`src/hw/rtl/melody_tone_sequencer_assert.svh`:
```
// ----------------------------------------------------------------------------
// Melody tone sequencer assertion macros
// Shared property forms for the concurrent checks in the RTL.
// ----------------------------------------------------------------------------
`ifndef MELODY_TONE_SEQUENCER_ASSERT_SVH
`define MELODY_TONE_SEQUENCER_ASSERT_SVH

// Check that the consequent holds in the same cycle as the antecedent
`define MTS_ASSERT_IMP(label, clk, rst_n, ante, cons) \
    label: assert property (@(posedge clk) disable iff (!rst_n) (ante) |-> (cons)) \
        else $error("melody tone sequencer: same-cycle check failed");

// Check that the consequent holds in the cycle after the antecedent
`define MTS_ASSERT_NEXT(label, clk, rst_n, ante, cons) \
    label: assert property (@(posedge clk) disable iff (!rst_n) (ante) |=> (cons)) \
        else $error("melody tone sequencer: next-cycle check failed");

`endif

```
`src/hw/rtl/mts_pkg.sv`:
```
// ----------------------------------------------------------------------------
// Melody tone sequencer package
// Table size, field widths, codes and beat types of the sequencer.
// ----------------------------------------------------------------------------
package mts_pkg;

    // Note table geometry
    localparam int NOTE_SLOTS = 64;
    localparam int PTR_W      = $clog2(NOTE_SLOTS);
    localparam int CNT_W      = PTR_W + 1;

    // Timing widths
    localparam int ELAPSED_W  = 26;
    localparam int PERIOD_W   = 16;
    localparam int DIV_STEPS  = ELAPSED_W;
    localparam int DIVC_W     = $clog2(DIV_STEPS);

    // Tone constants
    localparam logic [ELAPSED_W-1:0] US_PER_S   = ELAPSED_W'(1000000);
    localparam logic [9:0]           US_PER_MS  = 10'd1000;
    localparam logic [15:0]          FREQ_MIN   = 16'd20;
    localparam logic [PERIOD_W-1:0]  PERIOD_MIN = PERIOD_W'(2);

    // Item modes
    typedef enum logic [1:0] {
        MODE_TICK = 2'd0,
        MODE_LOAD = 2'd1,
        MODE_PLAY = 2'd2,
        MODE_STOP = 2'd3
    } mode_t;

    // Configuration register indexes
    localparam logic [1:0] CFG_LOOP_ENABLE   = 2'd0;
    localparam logic [1:0] CFG_MELODY_LENGTH = 2'd1;
    localparam logic [1:0] CFG_CLOCKS_PER_US = 2'd2;

    typedef struct packed {
        mode_t       mode;
        logic [5:0]  note_slot;
        logic [15:0] note_freq_hz;
        logic [15:0] note_dur_ms;
    } item_t;

    typedef struct packed {
        logic       beep;
        logic       playing;
        logic [5:0] current_note;
    } result_t;

endpackage

```
`src/hw/rtl/melody_tone_sequencer.sv`:
```
// ----------------------------------------------------------------------------
// Melody tone sequencer
// Square-wave melody player: note table in a synchronous memory, per-note
// period and phase set up by a shared iterative divider.
// ----------------------------------------------------------------------------
// Usage:
//   item    : one beat per command: tick (one prescaler step), load a note entry,
//             play from note 0, or stop. Every beat returns one result beat.
//   result  : buzzer level, playing flag and index of the sounding note.
//   cfg     : register writes (loop enable, melody length, clocks per us),
//             taken at any time, meant only while the block is idle.
// Sequencing:
//   Tick, stop and load beats that need no table read give a registered
//   result, and the next beat is taken in the following cycle unless the
//   output is stalled. Play, a note change and a load into the sounding slot
//   run one memory read of the entry, then two 26-step passes of the shared
//   restoring divider (period = 1000000/max(freq, 20), then phase of the
//   elapsed time in that period); no new beat is taken until its result is out.
// Reset: playback stops, pointer and counters clear, the beep is low and the
//   note table holds no defined data until loaded.
// Stall: a result waiting on result_ready holds; one more beat is still
//   accepted and processed, and its result is held until the slot frees.
// ----------------------------------------------------------------------------
`include "melody_tone_sequencer_assert.svh"

module melody_tone_sequencer (
    input  logic            clk,
    input  logic            rst_n,
    input  logic            item_valid,
    output logic            item_ready,
    input  mts_pkg::item_t  item,
    output logic            result_valid,
    input  logic            result_ready,
    output mts_pkg::result_t result,
    input  logic            cfg_valid,
    output logic            cfg_ready,
    input  logic [1:0]      cfg_index,
    input  logic [7:0]      cfg_data
);
    import mts_pkg::*;

    typedef enum logic [2:0] {
        ST_IDLE,
        ST_RD,
        ST_RDW,
        ST_DIV1,
        ST_DIV2,
        ST_EMIT
    } state_t;

    // Note table: duration in bits 31..16, frequency in bits 15..0
    logic [31:0]            note_mem [NOTE_SLOTS];
    logic [31:0]            mem_q_reg;
    logic                   mem_wr;
    logic                   mem_rd;
    logic [PTR_W-1:0]       mem_wr_addr;

    state_t                 state_reg, state_next;
    logic                   playing_reg, playing_next;
    logic                   beep_reg, beep_next;
    logic [PTR_W-1:0]       ptr_reg, ptr_next;
    logic [ELAPSED_W-1:0]   elapsed_reg, elapsed_next;
    logic [7:0]             prescale_reg, prescale_next;
    logic                   set_beep_reg, set_beep_next;

    // Cached view of the sounding note
    logic                   freq_nz_reg, freq_nz_next;
    logic [ELAPSED_W-1:0]   dur_us_reg, dur_us_next;
    logic [PERIOD_W-1:0]    period_reg, period_next;
    logic [PERIOD_W-1:0]    phase_reg, phase_next;

    // Divider
    logic [ELAPSED_W-1:0]   div_dvd_reg, div_dvd_next;
    logic [ELAPSED_W-1:0]   div_q_reg, div_q_next;
    logic [PERIOD_W-1:0]    div_rem_reg, div_rem_next;
    logic [PERIOD_W-1:0]    div_dsr_reg, div_dsr_next;
    logic [DIVC_W-1:0]      div_cnt_reg, div_cnt_next;
    logic [PERIOD_W:0]      div_sh;
    logic                   div_ge;
    logic [PERIOD_W:0]      div_rem_step;
    logic [ELAPSED_W-1:0]   div_q_step;
    logic                   div_last;

    // Configuration
    logic                   loop_en_reg, loop_en_next;
    logic [6:0]             mlen_reg, mlen_next;
    logic [7:0]             cpu_reg, cpu_next;

    logic                   result_valid_reg, result_valid_next;
    result_t                result_reg, result_next;

    // Tick arithmetic
    logic [7:0]             cpu_eff;
    logic [8:0]             ps_inc;
    logic                   us_step;
    logic [ELAPSED_W-1:0]   el_tick;
    logic [PERIOD_W-1:0]    ph_inc;
    logic [PERIOD_W-1:0]    ph_tick;
    logic [31:0]            len_full;
    logic [CNT_W-1:0]       len_eff;
    logic [CNT_W-1:0]       ptr_inc;
    logic [15:0]            rd_freq;
    logic [15:0]            rd_dur;
    logic [25:0]            dur_prod;
    logic                   slot_ok;
    logic                   refresh;
    logic                   out_free;
    logic                   accept;

    assign item_ready   = (state_reg == ST_IDLE);
    assign cfg_ready    = 1'b1;
    assign result_valid = result_valid_reg;
    assign result       = result_reg;
    assign accept       = item_valid && item_ready;
    assign out_free     = !result_valid_reg || result_ready;

    // Tick arithmetic on the cached note
    always_comb
    begin
        cpu_eff = (cpu_reg == 8'd0) ? 8'd1 : cpu_reg;
        ps_inc  = {1'b0, prescale_reg} + 9'd1;
        us_step = (ps_inc >= {1'b0, cpu_eff});
        el_tick = us_step ? (elapsed_reg + ELAPSED_W'(1)) : elapsed_reg;
        ph_inc  = phase_reg + PERIOD_W'(1);
        if (!us_step)
            ph_tick = phase_reg;
        else if (ph_inc == period_reg)
            ph_tick = '0;
        else
            ph_tick = ph_inc;

        len_full = 32'(mlen_reg);
        if (len_full == 32'd0)
            len_full = 32'd1;
        if (len_full > NOTE_SLOTS)
            len_full = 32'(NOTE_SLOTS);
        len_eff = CNT_W'(len_full);
        ptr_inc = {1'b0, ptr_reg} + CNT_W'(1);

        rd_freq  = mem_q_reg[15:0];
        rd_dur   = mem_q_reg[31:16];
        dur_prod = 26'(rd_dur) * 26'(US_PER_MS);
        slot_ok  = (32'(item.note_slot) < NOTE_SLOTS);
    end

    // One restoring division step
    always_comb
    begin
        div_sh       = {div_rem_reg, div_dvd_reg[ELAPSED_W-1]};
        div_ge       = (div_sh >= {1'b0, div_dsr_reg});
        div_rem_step = div_ge ? (div_sh - {1'b0, div_dsr_reg}) : div_sh;
        div_q_step   = {div_q_reg[ELAPSED_W-2:0], div_ge};
        div_last     = (div_cnt_reg == DIVC_W'(DIV_STEPS - 1));
    end

    // Next-state logic
    always_comb
    begin
        state_next        = state_reg;
        playing_next      = playing_reg;
        beep_next         = beep_reg;
        ptr_next          = ptr_reg;
        elapsed_next      = elapsed_reg;
        prescale_next     = prescale_reg;
        set_beep_next     = set_beep_reg;
        freq_nz_next      = freq_nz_reg;
        dur_us_next       = dur_us_reg;
        period_next       = period_reg;
        phase_next        = phase_reg;
        div_dvd_next      = div_dvd_reg;
        div_q_next        = div_q_reg;
        div_rem_next      = div_rem_reg;
        div_dsr_next      = div_dsr_reg;
        div_cnt_next      = div_cnt_reg;
        loop_en_next      = loop_en_reg;
        mlen_next         = mlen_reg;
        cpu_next          = cpu_reg;
        result_valid_next = result_valid_reg && !result_ready;
        result_next       = result_reg;
        mem_wr            = 1'b0;
        mem_rd            = 1'b0;
        mem_wr_addr       = PTR_W'(item.note_slot);
        refresh           = 1'b0;

        // Register writes
        if (cfg_valid)
        begin
            case (cfg_index)
                CFG_LOOP_ENABLE:   loop_en_next = cfg_data[0];
                CFG_MELODY_LENGTH: mlen_next    = cfg_data[6:0];
                CFG_CLOCKS_PER_US: cpu_next     = cfg_data;
                default:           ;
            endcase
        end

        case (state_reg)
            ST_IDLE:
            begin
                if (accept)
                begin
                    case (item.mode)
                        MODE_TICK:
                        begin
                            if (playing_reg)
                            begin
                                prescale_next = us_step ? 8'd0 : ps_inc[7:0];
                                elapsed_next  = el_tick;
                                phase_next    = ph_tick;
                                if (el_tick >= dur_us_reg)
                                begin
                                    // Note time is up: wrap, stop or advance
                                    if (ptr_inc >= len_eff && !loop_en_reg)
                                    begin
                                        playing_next = 1'b0;
                                        beep_next    = 1'b0;
                                    end
                                    else
                                    begin
                                        ptr_next      = (ptr_inc >= len_eff) ? '0
                                                        : ptr_inc[PTR_W-1:0];
                                        elapsed_next  = '0;
                                        prescale_next = 8'd0;
                                        set_beep_next = 1'b1;
                                        refresh       = 1'b1;
                                    end
                                end
                                else
                                begin
                                    beep_next = freq_nz_reg && (ph_tick < (period_reg >> 1));
                                end
                            end
                        end
                        MODE_LOAD:
                        begin
                            if (slot_ok)
                            begin
                                mem_wr = 1'b1;
                                // Reload the cache if the sounding entry changed
                                if (PTR_W'(item.note_slot) == ptr_reg)
                                begin
                                    set_beep_next = 1'b0;
                                    refresh       = 1'b1;
                                end
                            end
                        end
                        MODE_PLAY:
                        begin
                            playing_next  = 1'b1;
                            ptr_next      = '0;
                            elapsed_next  = '0;
                            prescale_next = 8'd0;
                            set_beep_next = 1'b1;
                            refresh       = 1'b1;
                        end
                        MODE_STOP:
                        begin
                            playing_next = 1'b0;
                            beep_next    = 1'b0;
                        end
                        default: ;
                    endcase

                    if (refresh)
                        state_next = ST_RD;
                    else if (!out_free)
                        state_next = ST_EMIT;
                    else
                    begin
                        result_valid_next         = 1'b1;
                        result_next.beep          = beep_next;
                        result_next.playing       = playing_next;
                        result_next.current_note  = 6'(ptr_next);
                    end
                end
            end
            ST_RD:
            begin
                // Fetch the sounding entry
                mem_rd     = 1'b1;
                state_next = ST_RDW;
            end
            ST_RDW:
            begin
                freq_nz_next = (rd_freq != 16'd0);
                dur_us_next  = dur_prod;
                if (set_beep_reg)
                    beep_next = (rd_freq != 16'd0);
                div_dvd_next = US_PER_S;
                div_q_next   = '0;
                div_rem_next = '0;
                div_dsr_next = (rd_freq < FREQ_MIN) ? FREQ_MIN : rd_freq;
                div_cnt_next = '0;
                state_next   = ST_DIV1;
            end
            ST_DIV1:
            begin
                div_dvd_next = div_dvd_reg << 1;
                div_q_next   = div_q_step;
                div_rem_next = div_rem_step[PERIOD_W-1:0];
                div_cnt_next = div_cnt_reg + DIVC_W'(1);
                if (div_last)
                begin
                    // Period done: start the phase pass on elapsed time
                    period_next  = (div_q_step < ELAPSED_W'(PERIOD_MIN)) ? PERIOD_MIN
                                   : div_q_step[PERIOD_W-1:0];
                    div_dvd_next = elapsed_reg;
                    div_q_next   = '0;
                    div_rem_next = '0;
                    div_dsr_next = (div_q_step < ELAPSED_W'(PERIOD_MIN)) ? PERIOD_MIN
                                   : div_q_step[PERIOD_W-1:0];
                    div_cnt_next = '0;
                    state_next   = ST_DIV2;
                end
            end
            ST_DIV2:
            begin
                div_dvd_next = div_dvd_reg << 1;
                div_q_next   = div_q_step;
                div_rem_next = div_rem_step[PERIOD_W-1:0];
                div_cnt_next = div_cnt_reg + DIVC_W'(1);
                if (div_last)
                begin
                    phase_next = div_rem_step[PERIOD_W-1:0];
                    state_next = ST_EMIT;
                end
            end
            ST_EMIT:
            begin
                // Hold the state snapshot until the output slot frees
                if (out_free)
                begin
                    result_valid_next        = 1'b1;
                    result_next.beep         = beep_reg;
                    result_next.playing      = playing_reg;
                    result_next.current_note = 6'(ptr_reg);
                    state_next               = ST_IDLE;
                end
            end
            default:
            begin
                state_next = ST_IDLE;
            end
        endcase
    end

    // State and registered outputs
    always_ff @(posedge clk or negedge rst_n)
    begin
        if (!rst_n)
        begin
            state_reg        <= ST_IDLE;
            playing_reg      <= 1'b0;
            beep_reg         <= 1'b0;
            ptr_reg          <= '0;
            elapsed_reg      <= '0;
            prescale_reg     <= 8'd0;
            set_beep_reg     <= 1'b0;
            loop_en_reg      <= 1'b0;
            mlen_reg         <= 7'd1;
            cpu_reg          <= 8'd72;
            result_valid_reg <= 1'b0;
            div_cnt_reg      <= '0;
        end
        else
        begin
            state_reg        <= state_next;
            playing_reg      <= playing_next;
            beep_reg         <= beep_next;
            ptr_reg          <= ptr_next;
            elapsed_reg      <= elapsed_next;
            prescale_reg     <= prescale_next;
            set_beep_reg     <= set_beep_next;
            loop_en_reg      <= loop_en_next;
            mlen_reg         <= mlen_next;
            cpu_reg          <= cpu_next;
            result_valid_reg <= result_valid_next;
            div_cnt_reg      <= div_cnt_next;
        end
    end

    // Payload and cache registers
    always_ff @(posedge clk)
    begin
        freq_nz_reg <= freq_nz_next;
        dur_us_reg  <= dur_us_next;
        period_reg  <= period_next;
        phase_reg   <= phase_next;
        div_dvd_reg <= div_dvd_next;
        div_q_reg   <= div_q_next;
        div_rem_reg <= div_rem_next;
        div_dsr_reg <= div_dsr_next;
        result_reg  <= result_next;
    end

    // Note table memory: one write port, one registered read port
    always_ff @(posedge clk)
    begin
        if (mem_wr)
            note_mem[mem_wr_addr] <= {item.note_dur_ms, item.note_freq_hz};
        if (mem_rd)
            mem_q_reg <= note_mem[ptr_reg];
    end

    // Checks
    `MTS_ASSERT_IMP(a_phase_in_period, clk, rst_n, (state_reg == ST_IDLE) && playing_reg, phase_reg < period_reg)
    `MTS_ASSERT_IMP(a_silent_when_stopped, clk, rst_n, !playing_reg, !beep_reg)
    `MTS_ASSERT_NEXT(a_play_reads_table, clk, rst_n, accept && (item.mode == MODE_PLAY), state_reg == ST_RD)

endmodule
```
`config.mk`:
```
export PLATFORM = sky130hd
export DESIGN_NAME = melody_tone_sequencer
export DESIGN_NICKNAME = d
export VERILOG_FILES = /design/src/hw/rtl/mts_pkg.sv /design/src/hw/rtl/melody_tone_sequencer.sv
export VERILOG_INCLUDE_DIRS = /design/src /design/src/hw/rtl
export SDC_FILE = /design/constraint.sdc
export NUM_CORES = 2
export LEC_CHECK = 0
export BUFFER_PORTS_ARGS = -buffer_cell sky130_fd_sc_hd__buf_2
export CAP_MARGIN = 10
export CORE_MARGIN = 5
export CORE_UTILIZATION = 63
export DETAILED_ROUTE_END_ITERATION = 12
export PLACE_DENSITY_LB_ADDON = 0.05
export SLEW_MARGIN = 10
export SYNTH_ARGS = -nofsm -noshare
export SYNTH_HDL_FRONTEND = slang
export SYNTH_SLANG_ARGS = --single-unit
export TNS_END_PERCENT = 20
```
`constraint.sdc`:
```
create_clock -name clk -period 8.1 [get_ports clk]
set_clock_uncertainty 0.2 [all_clocks]
set_input_delay 1.62 -clock clk [delete_from_list [all_inputs] [get_ports clk]]
set_output_delay 1.62 -clock clk [all_outputs]
set_load 0.005 [all_outputs]
```
==> metrics <==
Top Ports=66; commonest non-fill, non-tap cells in the layout=edfxtp_1, mux4_2, clkbuf_16, inv_1, ha_1; Most common cell on crit path=ha_1; PD cells=approximately 240 nW/um2; Clock Power Share=approximately 40%; WP buf/inv=2; Post-DP HPWL=124000 um; Placeable Area=between 100000 and 150000 um2; register clock-pin slew on the reported worst setup and hold paths=60 ps; unrepaired setup endpoints after global routing=no; gr ovfl total=0; Psw=about 5.4 mW; register area share after synthesis=72.8%; DIE WIDTH=397 um; root buffer cell=clkbuf_16; endpoint type of the worst setup path=flip-flop; largest net degree at the start of global routing=between 100 and 150; TritonCTS clock tree=built; Post-CTS Resized=0; Final nets=~5000; drt first-iter violations=just over 5000; Fin Setup TNS=0 ps; Top FF cell, synth=edfxtp_1; first-pass GRT wire length=around 320000 um; cells along the critical path=ha_1 > and3_1 > and3_1 > xor2_1 > ha_1 > o2111ai_1 > o31ai_2 > buf_4 > nand3_1 > nor3_2 > nand2_1 > xnor2_1 > ha_1 > a21o_1 > a21o_1 > a211oi_1 > o21ai_0 > o211ai_1 > o211ai_2 > buf_4 > a31oi_1 > a21oi_1 > nor3_2; Routed wire per std cell=31.9 um; cell area after technology mapping=between 90000 and 100000 um2; Synth cell types=86; Die ar.=about 160000 um2; vias=between 40000 and 50000; Worst Tran Pin Value=roughly 1200 ps; Max-Cap Viols=0; total DRC errors in the routed layout=0; Fillers=~9000; flops & latches, synth=approximately 2300; Die H=roughly 400 um; worst slack at placement=1440 ps; crit path max-delay cell type=nor3_2; routed wire length=about 220000 um; Mapped Nets=approximately 4800; fmax=between 0.15 and 0.2 GHz; crit path kind=flip-flop to flip-flop; clock sinks=about 2300; leading area contributor after synthesis=edfxtp_1; share of power burned in combinational logic=just over 6%; Max Slew Vio Count=0; Switching Share=a little over a fifth; Initial Utilization=a little under two thirds; GP Congestion=between 0.8 and 0.9; Hold Path Class=flip-flop to flip-flop; row cnt=approximately 140; share of the synthesized area in the top cell type=71.0%; slew margin rel.=approximately a fifth; clock insertion delay at the later pin of the skew report=slightly above 800 ps; commonest non-fill, non-tap cell in the layout=edfxtp_1; status=completed; cells after synthesis=roughly 4500; Initial DRT Pass Iterations=5; vias per cell=~6.7; EDFF count, synth=roughly 2200; Tot Pwr=approximately 25 mW; layout cells sized above 1=between 20% and 30%; vias in the first global route=around 46000; Post-CTS Hold Buffers=0; Peak VDD IR=approximately 250 uV; Syn. warnings=0; part of the power in registers=between 50% and 60%; Mapped Avg Cell Area=~21 um2; Synth area leaders=edfxtp_1, mux4_2, ha_1; post-CTS setup buffers=0; Pint=19.3 mW; Final setup violation count=0; Hold Vio Cnt, Final=0; cts bufs inserted=roughly 220; # H-tree levels=4; Tot GR Track Use=around 28%; slowest stage delay, CP=610 ps; clock tree buffer depth=3; CP top delay family=simple AND/OR/NAND/NOR gates; crit path max fanout=21; WP data required=roughly 8400 ps; Tcrit/Tclk final=78.6%; leakage dissipation=around 33 nW; Min Clock Period, post-route=about 6400 ps; Startpoint Class=flip-flop; Post-synth ARST share=between 2 and 3%; CP arrival=roughly 6600 ps; max reg flops=2048; antenna violations before repair=22; I/O Buffers=64; P&R area growth vs syn=10.8%; post-route setup slack=~1700 ps; Detail Route Antenna Nets=0
[power groups by stage]
stage	clock network (mW)	registers (mW)	logic (mW)
2_1_floorplan	0	13.6	1.03
3_3_place_gp	0	13.6	1.51
3_5_place_dp	0	13.6	1.54
4_1_cts	9.95	13.4	1.54
5_1_grt	10.5	13.4	1.69
6_report	9.79	13.4	1.54
[through the flow]
| stage | cell area, um2 | util [%] | hold WS (ps) | std cells |
|---|---|---|---|---|
| 5_1_grt | 104000 | 70.4 | 330 | 6800 |
| 3_5_place_dp | 97400 | 65.7 | 294 | 6396 |
| 6_report | 104000 | 70.4 | 306 | 6808 |
| 2_1_floorplan | 94100 | - | 279 | 4524 |
| 4_1_cts | 104000 | 70.4 | 312 | 6799 |
| 3_3_place_gp | 97400 | 65.7 | 288 | 6396 |
[layer usage]
layer / vias to the layer above / share of wire (%) / wire length (um) / GRT usage (%)
met5: - / 0.029 / 62 / 0
met3: 330 / 9.4 / 20400 / 6.69
met4: 8 / 2.1 / 4540 / 6.13
met2: 1986 / 49 / 106000 / 44.7
met1: 24300 / 39 / 85600 / 40.8
li1: 19000 / - / - / -
[path summary, 6_finish.rpt]
| kind | slack, ps | end | depth (start not counted) | from |
|---|---|---|---|---|
| max in group asynchronous | 6150 | ptr_reg[3] | 2 | rst_n |
| min in group asynchronous | 810 | elapsed_reg[19] | 2 | rst_n |
| hold / removal | 310 | cpu_reg[1] | 1 | cpu_reg[1] |
| setup / recovery | 1740 | result[1] | 23 | prescale_reg[0] |
| setup reg to reg | 1740 | result[1] | 23 | prescale_reg[0] |
| hold reg to reg | 310 | cpu_reg[1] | 1 | cpu_reg[1] |
[logic make-up after synthesis]
logic type | after synthesis | share of synthesized area [%]
AOI/OAI and AO/OA | 315 | 2.35
xor gates and xnor gates | 91 | 0.847
adders and majority gates | 187 | 2.92
buffers and inverters | 394 | 1.61
DFF | 2295 | 72.8
muxes | 717 | 16.6
other | 1 | 0.00398
and+or+nand+nor | 524 | 2.84
[cell usage after synthesis (4+ instances only)]
| cell type | count |
|---|---|
| edfxtp_1 | 2227 |
| o22ai_1 | 5 |
| a22oi_1 | 4 |
| and2_1 | 40 |
| dfrtp_1 | 65 |
| o2bb2ai_1 | 6 |
| nor4_1 | 15 |
| nand2_1 | 96 |
| nand3b_1 | 6 |
| and4_1 | 5 |
| buf_1 | 58 |
| xnor2_1 | 60 |
| nor2b_1 | 18 |
| nand4_1 | 26 |
| o31ai_1 | 5 |
| a211oi_1 | 18 |
| mux4_2 | 672 |
| ha_1 | 132 |
| nand3_1 | 39 |
| clkbuf_1 | 146 |
| a221o_1 | 7 |
| nand2b_1 | 16 |
| mux2_2 | 21 |
| nor3b_1 | 7 |
| xor2_1 | 31 |
| a21oi_1 | 60 |
| a21o_1 | 35 |
| nor3_1 | 27 |
| a221oi_1 | 6 |
| a31oi_1 | 10 |
| or3_1 | 17 |
| o21ai_0 | 47 |
| mux2i_1 | 24 |
| o21a_1 | 7 |
| buf_2 | 22 |
| fa_1 | 55 |
| inv_1 | 166 |
| and3_1 | 28 |
| a22o_1 | 37 |
| o211ai_1 | 8 |
| o21ai_1 | 20 |
| nor2_1 | 162 |
[layout make-up]
| class | count | area, um2 | share of cell area [%] |
|---|---|---|---|
| Antenna cell | 9 | 22.5 | 0.0216 |
| Clock buffer | 271 | 5790 | 5.55 |
| Clock inverter | 132 | 1120 | 1.07 |
| Inverter | 166 | 623 | 0.597 |
| Multi-Input combinational cell | 1835 | 24600 | 23.5 |
| Sequential cell | 2295 | 68600 | 65.7 |
| Tap cell | 1930 | 2410 | 2.31 |
| Timing Repair Buffer | 170 | 1200 | 1.15 |
No activity file was read; power rests on OpenSTA's default activity.
